**src/stq_ram.sv**
```systemverilog
`timescale 1ns / 1ps
// ----------------------------------------------------------------------------
// Sorted timer queue entry RAM
// Single write port and single read port with registered read data.
// ----------------------------------------------------------------------------
module stq_ram #(
    parameter int DEPTH = 32,
    parameter int WIDTH = 8
) (
    input  logic                     aclk,
    input  logic                     we,
    input  logic [$clog2(DEPTH)-1:0] waddr,
    input  logic [WIDTH-1:0]         wdata,
    input  logic [$clog2(DEPTH)-1:0] raddr,
    output logic [WIDTH-1:0]         rdata
);

    logic [WIDTH-1:0] mem [DEPTH];

    always_ff @(posedge aclk) begin
        if (we) begin
            mem[waddr] <= wdata;
        end
        rdata <= mem[raddr];
    end

endmodule
```
**config.mk**
```make
export PLATFORM = sky130hd
export DESIGN_NAME = stq_ram
export DESIGN_NICKNAME = d
export VERILOG_FILES = /design/src/stq_ram.sv
export SDC_FILE = /design/constraint.sdc
export NUM_CORES = 1
export LEC_CHECK = 0
export BUFFER_PORTS_ARGS = -buffer_cell sky130_fd_sc_hd__buf_2
export CORE_UTILIZATION = 40
export DETAILED_ROUTE_END_ITERATION = 8
export PLACE_DENSITY = 0.57
export SLEW_MARGIN = 5
export SYNTH_ARGS = -nofsm -noshare
export SYNTH_HDL_FRONTEND = slang
export SYNTH_SLANG_ARGS = --single-unit
```
**constraint.sdc**
```tcl
create_clock -name aclk -period 2.1 [get_ports aclk]
set_clock_uncertainty 0.15 [all_clocks]
set_input_delay 0.315 -clock aclk [delete_from_list [all_inputs] [get_ports aclk]]
set_output_delay 0.315 -clock aclk [all_outputs]
set_load 0.005 [all_outputs]
```
* After elaboration in Yosys (flattened, before gate mapping) *
Memories as Yosys holds them, arrays and structs flattened. A register that Yosys moved wholly into a read port is not among the register bits.
Index checks and enable logic that the tools add are counted.
Widths: inputs -> output; s select.

storage, ports and cells
  register bits = 0
  memory bits (writable) = 256
  logic and storage cells = 3
  memories kept = 1

memory list
  name  words  bits a word  read ports  clocked after Yosys merged registers in  wr ports  line  text
  mem   32     8            1           1                                        1         18    logic [WIDTH-1:0] mem [DEPTH];

operators by class
  muxes and demuxes = 2

operator list
  kind    number
  $mux 1  2

* Logic depth before layout (Yosys ltp) *
Gate-level depths: netlist (run 1).

  depth in word-level cells = 2
  mapped depth = 5

* Least setup slack after synthesis (run 1) *
Ideal clock, no wire load.

  kind = input to register
  from = in raddr[2]
  to = reg rdata[0] (read register of mem)
  setup time = 121 ps
  arrival = 1997 ps
  data required time = 1829 ps
  path slack = -167 ps
  stages on the path = 5
  path buffers = 2
  cell sequence = clkbuf_1 > clkbuf_1 > mux4_2 > mux4_2 > mux2_2

RTL lines
  what         line  text
  from (decl)  14    input logic [$clog2(DEPTH)-1:0] raddr,
  to (decl)    15    output logic [WIDTH-1:0] rdata

==> impl_metrics.yaml, run 1 <==
job:
  maxCapViolations: 0
sta:
  finalMaxSlewViolations: 0
  setup_viol: 0
  rsz0062_at_grt: "no"
  fin_crit_ns: 1.97
  period_share: 0.937
  hold_slack_ns: 0.102
  tightest_slew_ns: 0.636
  hold_violations: 0
  max_freq_ghz: 0.508
  slew_headroom: 0.576
floorplan:
  core_area_sq_mm: 0.0245
  io_pins: 28
  die_h_um: 161
  dieArea_sq_mm: 0.0258
  start_util: 0.411
  fp.dieW_um: 161
  rows: 57
cts:
  numCtsBuffers: 26
  cts_resized: 0
  ctsHtreeMaxLevel: 1
  worstSkewPairLatency_ns: 0.52
  cts_tree: "done"
  cts.clk_slew.worst_paths_ns: 0.06
  cts.path.max_buffers: 3
  hold_buffers: 0
  cts_sinks: 264
  post_cts_buffers: 0
  root_buffer: "clkbuf_16"
worst_setup_path:
  end_kind: "flop"
  cpMostUsedCell: "mux4_2"
  slowest_delay_ns: 0.53
  r2r_end: "rdata[1]"
  r2r-start: "mem[26][1]"
  cp_data_arrival_time_ns: 2.23
  start_kind: "flop"
  r2r_setup_slack_ns: 0.13
  slowest_stage: "mux4_2"
  crit_chain: "mux4_2, mux4_2, mux2_2"
  reg2reg_depth: 3
  cp.required_ns: 2.36
  crit_type: "flop to flop"
  cp_max_fo: 1
cells_and_area:
  final_cell_count_no_fill: 838
  final_nets: 514
  utilization: 0.484
  syn2layout_area_growth_pct: 17.7
  n_antenna_cell: 0
  layout-drive-gt1-share: 0.391
drt:
  drc: 0
  dr.pass1.iters: 4
  initialDrtViolationCount: 411
  routed_wl_um: 20600
  routed-via-count: 4490
  wl_per_cell_um: 24.5
  ant_nets: 0
  via_per_inst: 5.36
synthesis:
  yosys.area.top_type: "edfxtp_1"
  yosys.area.top_type_share: 0.765
  syn_avg_cell_area_sq_um: 24.1
  synth_seq_area_share: 0.781
  synth-seq-cells: 264
  netlist_area_sq_mm: 0.0101
  synth_cells: 417
  ys_warn_count: 0
  synthTopCellsByArea: "edfxtp_1, mux4_2, dfxtp_1"
  ys_types: 15
  syn_nets: 437
placed_design:
  placedCellCount: 790
  dp.final_hpwl_um: 13400
  portBuffers: 27
  gp_congestion: 0.770
power_and_ir_drop:
  max-vdd-ir-drop_mv: 0.553
  power.leakage_nw: 3.77
  power.density_mw_per_mm2: 963
grt:
  grt_pass1_wl_um: 31500
  grt_max_degree: 33
  grt_pass1_vias: 4752
  overflow: 0
  grt_usage: 0.168
  antenna_found_initial: 0
worst_hold_path:
  holdPathStages: 2
  hp-class: "primary input to flop"
  hold_end: "rdata[5]"
  min_from: "raddr[3]"
status:
  status: "completed"
logic make-up after synthesis:
kind of cell	after synthesis	synth area share
buffers and inverters	20	0.0106
flip-flops	264	0.781
multiplexers	88	0.188
AND/OR/NAND/NOR	45	0.0207
synthesized netlist by cell type, drive strengths merged:
| cell | count |
|---|---|
| clkbuf | 6 |
| or3b | 3 |
| nand3 | 2 |
| nand2 | 1 |
| buf | 14 |
| edfxtp | 256 |
| mux2 | 8 |
| mux4 | 80 |
| nor2 | 33 |
| or3 | 1 |
| nand3b | 5 |
| dfxtp | 8 |
cell type report:
cell class	count	area [sq um]
fillers	1945	12600
flip-flops and latches	264	7850
multi-input cells	133	2100
clock buffers	31	691
repair buffers	69	553
well taps	324	405
clock inverters	17	235
cell usage in the layout, fill, tap and decap left out:
master / synthesis / routed
edfxtp_1: 256 / 256
mux4_2: 80 / 80
buf_4: 6 / 35
nor2_1: 33 / 33
clkbuf_16: 0 / 27
buf_2: 1 / 26
mux2_2: 8 / 8
buf_12: 0 / 8
dfxtp_1: 8 / 8
nand3b_1: 5 / 5
bufinv_16: 0 / 5
clkbuf_1: 6 / 4
or3b_2: 3 / 3
clkinv_4: 0 / 3
clkinvlp_4: 0 / 3
clkinv_1: 0 / 3
nand3_1: 2 / 2
nand2_1: 1 / 1
or3_1: 1 / 1
inv_8: 0 / 1
clkinv_2: 0 / 1
inv_6: 0 / 1
sequential cells by signal, summed over array words and instances, names as in the netlist:
register and count:
rdata 8, mem 256
metal layers:
layer / up-vias / global-route usage / routed length, um
li1: 1938 / - / -
met1: 2392 / 0.251 / 9390
met2: 133 / 0.261 / 9710
met5: - / 0 / 0
met3: 27 / 0.0238 / 1090
met4: 0 / 0.0446 / 360
worst max path at each step:
stage | startpoint | slack (ns) | cells after the start | endpoint
2_1_floorplan | raddr[0] | 0.01 | 5 | rdata[0]
3_3_place_gp | raddr[0] | -0.29 | 6 | rdata[4]
3_5_place_dp | raddr[0] | -0.30 | 6 | rdata[4]
4_1_cts | mem[13][7] | 0.13 | 3 | rdata[7]
5_1_grt | mem[26][1] | 0.09 | 3 | rdata[1]
6_report | mem[26][1] | 0.13 | 3 | rdata[1]
critical path: cells and delay by family, from the launching register on:
family        cells  cell delay, ns
flip-flops        1            0.38
multiplexers      3            1.33
where the power goes:
part	leakage [nW]	internal (mW)	switching [mW]
Sequential	2.37	5.86	0.0348
Combinational	0.959	0.265	0.303
Clock	0.440	2.99	1.94
through the flow:
step	setup WS (ns)	TNS, ns	area (sq um)	total power [mW]
after floorplan	0.00953	0	10200	6.32
after global placement	-0.295	-1.94	10900	6.58
after detailed placement	-0.298	-1.97	10900	6.59
after CTS	0.132	0	11800	11.5
after global routing	0.0865	0	11800	11.7
final	0.132	0	11800	11.4
(Power assumes the default switching activity.)
==> inputs of run 2 (changes only) <==
Settings changed: PLACE_DENSITY 0.57 to 0.62.
==> run 2 against run 1 <==
Against the previous run:
- fmax shrank 0.58%
- via count grew 1.3%
- sequential share of layout area is essentially flat
- critical endpoint is now rdata[2]
- critical path type unchanged
- sequential power is essentially flat
- clock-buffer cell count grew 3
- sequential cell count is the same
==> impl_metrics.yaml, run 2 (synthesis results as in run 1) <==
floorplan:
  start_util: 0.411
  io_pins: 28
  die_h_um: 161
  dieArea_sq_mm: 0.0258
  rows: 57
  fp.dieW_um: 161
  core_area_sq_mm: 0.0245
grt:
  grt_max_degree: 33
  grt_pass1_wl_um: 31100
  grt_usage: 0.165
  overflow: 0
  antenna_found_initial: 0
  grt_pass1_vias: 4850
cells_and_area:
  mostFrequentLayoutCell: "edfxtp_1"
  layout-drive-gt1-share: 0.390
  final_nets: 515
  design_area_sq_mm: 0.0118
  reg_top3: "mem: 256 flops, rdata: 8 flops"
  syn2layout_area_growth_pct: 17.6
  n_antenna_cell: 0
  regMostFlops: "mem"
  mostFrequentLayoutCells: "edfxtp_1, mux4_2, buf_4"
  final_cell_count_no_fill: 839
  nFillCells: 1954
  largest_reg_flops: 256
  utilization: 0.483
cts:
  post_cts_buffers: 0
  hold_buffers: 0
  cts.clk_slew.worst_paths_ns: 0.06
  cts_sinks: 264
  ctsHtreeMaxLevel: 1
  root_buffer: "clkbuf_16"
  cts_tree: "done"
  worstSkewPairLatency_ns: 0.51
  numCtsBuffers: 26
  cts_resized: 0
  cts.path.max_buffers: 3
power_and_ir_drop:
  power.leakage_nw: 3.78
  total_power_mw: 11.4
  power.density_mw_per_mm2: 965
  max-vdd-ir-drop_mv: 0.511
sta:
  setup_viol: 0
  period_share: 0.943
  setup_tns_ns: 0
  fin_crit_ns: 1.98
  hold_violations: 0
  rsz0062_at_grt: "no"
  finalMaxSlewViolations: 0
  max_freq_ghz: 0.505
  tightest_slew_ns: 0.633
  hold_slack_ns: 0.120
  setup_ws_ns: 0.121
  slew_headroom: 0.578
placed_design:
  dpl_cell_area_sq_mm: 0.0109
  place_ws_ns: -0.370
  portBuffers: 27
  dp.final_hpwl_um: 13200
  placedCellCount: 791
  gp_congestion: 0.792
status:
  status: "completed"
drt:
  wl_per_cell_um: 24.3
  initialDrtViolationCount: 440
  routed-via-count: 4548
  via_per_inst: 5.42
  routed_wl_um: 20400
  ant_nets: 0
  dr.pass1.iters: 5
  drc: 0
worst_setup_path:
  crit_chain: "mux4_2, mux4_2, mux2_2"
  slowest_stage: "mux4_2"
  cpMostUsedCell: "mux4_2"
  end_kind: "flop"
  worst-path-buf-inv: 0
  start_kind: "flop"
  crit_type: "flop to flop"
  crit_family: "multiplexers"
  cp.required_ns: 2.35
  cp_data_arrival_time_ns: 2.23
  slowest_delay_ns: 0.54
  cp_max_fo: 1
job:
  maxCapViolations: 0
worst_hold_path:
  hp-class: "primary input to flop"
[run 2: changes by cell type in the layout (fill, tap and decap cells not counted), sizes merged]
cell / previous run / this run
bufinv: 5 / 6
buf: 69 / 70
clkinvlp: 3 / 2
inv: 2 / 0
clkinv: 7 / 6
clkbuf: 31 / 34
[run 2: final timing paths]
| check | start | to | slack (ns) | cells after the start |
|---|---|---|---|---|
| setup / recovery | mem[5][2] | rdata[2] | 0.12 | 3 |
| hold / removal | raddr[3] | rdata[2] | 0.12 | 2 |
| setup reg to reg | mem[5][2] | rdata[2] | 0.12 | 3 |
| hold reg to reg | mem[25][0] | rdata[0] | 0.76 | 3 |
[run 2: report_power, final]
| group | internal, mW | total [mW] | switching [mW] |
|---|---|---|---|
| combinational | 0.264 | 0.570 | 0.306 |
| clock | 3.09 | 4.95 | 1.86 |
| sequential | 5.86 | 5.89 | 0.0335 |
| total | 9.22 | 11.4 | 2.19 |
[run 2: final cells by class]
class / instances / area [sq um] / area share
sequential: 264 / 7850 / 0.664
multi-input combinational: 133 / 2100 / 0.178
clock buffer: 34 / 702 / 0.0594
timing repair buffer: 70 / 548 / 0.0463
tap: 324 / 405 / 0.0343
clock inverter: 14 / 224 / 0.0189
[run 2: per-layer routing]
| layer | track usage | share of wire | up-vias |
|---|---|---|---|
| li1 | - | - | 1939 |
| met1 | 0.253 | 0.46 | 2428 |
| met2 | 0.248 | 0.46 | 157 |
| met3 | 0.0214 | 0.064 | 24 |
| met4 | 0.0481 | 0.022 | 0 |
| met5 | 0 | 0 | - |
==> inputs of run 3 (changes only) <==
Settings changed: CTS_CLUSTER_DIAMETER set to 150, GPL_TIMING_DRIVEN set to 0.
==> run 3 against run 2 <==
Against the previous run:
- total power shrank 1.8%
- die area is the same
- sequential share of layout area grew 1.6 points
==> impl_metrics.yaml, run 3 (synthesis results as in run 1) <==
cells_and_area:
  mostFrequentLayoutCell: "edfxtp_1"
  mostFrequentLayoutCells: "edfxtp_1, mux4_2, nor2_1"
  nFillCells: 1974
  layout-drive-gt1-share: 0.350
  final_nets: 488
  final_cell_count_no_fill: 813
  n_antenna_cell: 0
  syn2layout_area_growth_pct: 14.9
  largest_reg_flops: 256
  regMostFlops: "mem"
  reg_top3: "mem: 256 flops, rdata: 8 flops"
worst_hold_path:
  holdPathStages: 1
  hp-class: "primary input to flop"
  hold_end: "mem[21][6]"
  min_from: "wdata[6]"
cts:
  cts_resized: 0
  hold_buffers: 0
  root_buffer: "clkbuf_16"
  numCtsBuffers: 27
  cts.path.max_buffers: 3
  cts_sinks: 264
  ctsHtreeMaxLevel: 1
  worstSkewPairLatency_ns: 0.53
  cts_tree: "done"
  cts.clk_slew.worst_paths_ns: 0.06
  post_cts_buffers: 0
grt:
  grt_pass1_wl_um: 30500
  top_usage_layer: "met1"
  globalRouteMet1Util: 0.249
  overflow: 0
  grt_util_met2: 0.248
  met3_usage: 0.0284
  antenna_found_initial: 0
  grt_usage: 0.164
  grt_pass1_vias: 4593
  grt_max_degree: 33
power_and_ir_drop:
  max-vdd-ir-drop_mv: 0.672
  power.leakage_nw: 3.61
  power.density_mw_per_mm2: 969
sta:
  hold_violations: 0
  slew_headroom: 0.422
  fin_crit_ns: 1.99
  max_freq_ghz: 0.503
  setup_viol: 0
  finalMaxSlewViolations: 0
  hold_slack_ns: 0.158
  rsz0062_at_grt: "no"
  tightest_slew_ns: 0.864
  period_share: 0.946
worst_setup_path:
  cp.required_ns: 2.36
  cp_data_arrival_time_ns: 2.25
  r2r_end: "rdata[2]"
  cp_max_fo: 1
  crit_type: "flop to flop"
  r2r_setup_slack_ns: 0.11
  end_kind: "flop"
  reg2reg_depth: 3
  start_kind: "flop"
  cp-startpoint: "mem[23][2]"
  r2r-start: "mem[23][2]"
floorplan:
  dieArea_sq_mm: 0.0258
  fp.dieW_um: 161
  io_pins: 28
  start_util: 0.411
  rows: 57
  core_area_sq_mm: 0.0245
  die_h_um: 161
drt:
  dr.pass1.iters: 5
  routed_wl_um: 20200
  ant_nets: 0
  routed-via-count: 4435
  initialDrtViolationCount: 443
  drc: 0
  wl_per_cell_um: 24.8
  via_per_inst: 5.46
placed_design:
  gp_congestion: 0.744
  dp.final_hpwl_um: 13000
  portBuffers: 22
  placedCellCount: 763
job:
  maxCapViolations: 0
status:
  status: "completed"
-- run 3: worst max-delay path, stage by stage (launching register included) --
cell and delay, ns:
edfxtp_1 0.37, mux4_2 0.51, mux4_2 0.55, mux2_2 0.28
-- run 3: final cells by class --
class,instances,area (sq um),share of cell area
clock buffer,30,687,0.0594
clock inverter,20,198,0.0171
timing repair buffer,22,110,0.00953
sequential,264,7850,0.679
buffer,20,208,0.0180
multi-input combinational,133,2100,0.182
tap,324,405,0.0351
-- run 3: worst max path at each step --
stage                  to  slack (ns)  cells past startpoint
6_report         rdata[2]        0.11                      3
5_1_grt          rdata[2]        0.07                      3
4_1_cts          rdata[2]        0.11                      3
3_5_place_dp   mem[24][2]       -0.29                      4
3_3_place_gp     rdata[2]       -0.30                      5
2_1_floorplan    rdata[0]        0.01                      5
-- run 3: per-layer routing --
metal | wire (um) | part of all wire
met5 | 0 | 0
met4 | 340 | 0.017
met3 | 1480 | 0.073
met2 | 9320 | 0.46
met1 | 9020 | 0.45
-- run 3: stage by stage --
| stage | setup WS [ns] | instance area (sq um) | util | setup TNS, ns | power, mW |
|---|---|---|---|---|---|
| floorplan | 0.00953 | 10200 | - | 0 | 6.32 |
| global placement | -0.302 | 10700 | 0.436 | -24.35 | 6.55 |
| detailed placement | -0.294 | 10700 | 0.436 | -26.70 | 6.57 |
| CTS | 0.108 | 11600 | 0.472 | 0 | 11.3 |
| global route | 0.0740 | 11600 | 0.472 | 0 | 11.5 |
| finish | 0.113 | 11600 | 0.472 | 0 | 11.2 |
-- run 3: report_power, final --
part           internal, mW  switching, mW
clock                  2.84           1.91
combinational         0.258          0.318
sequential             5.86         0.0174
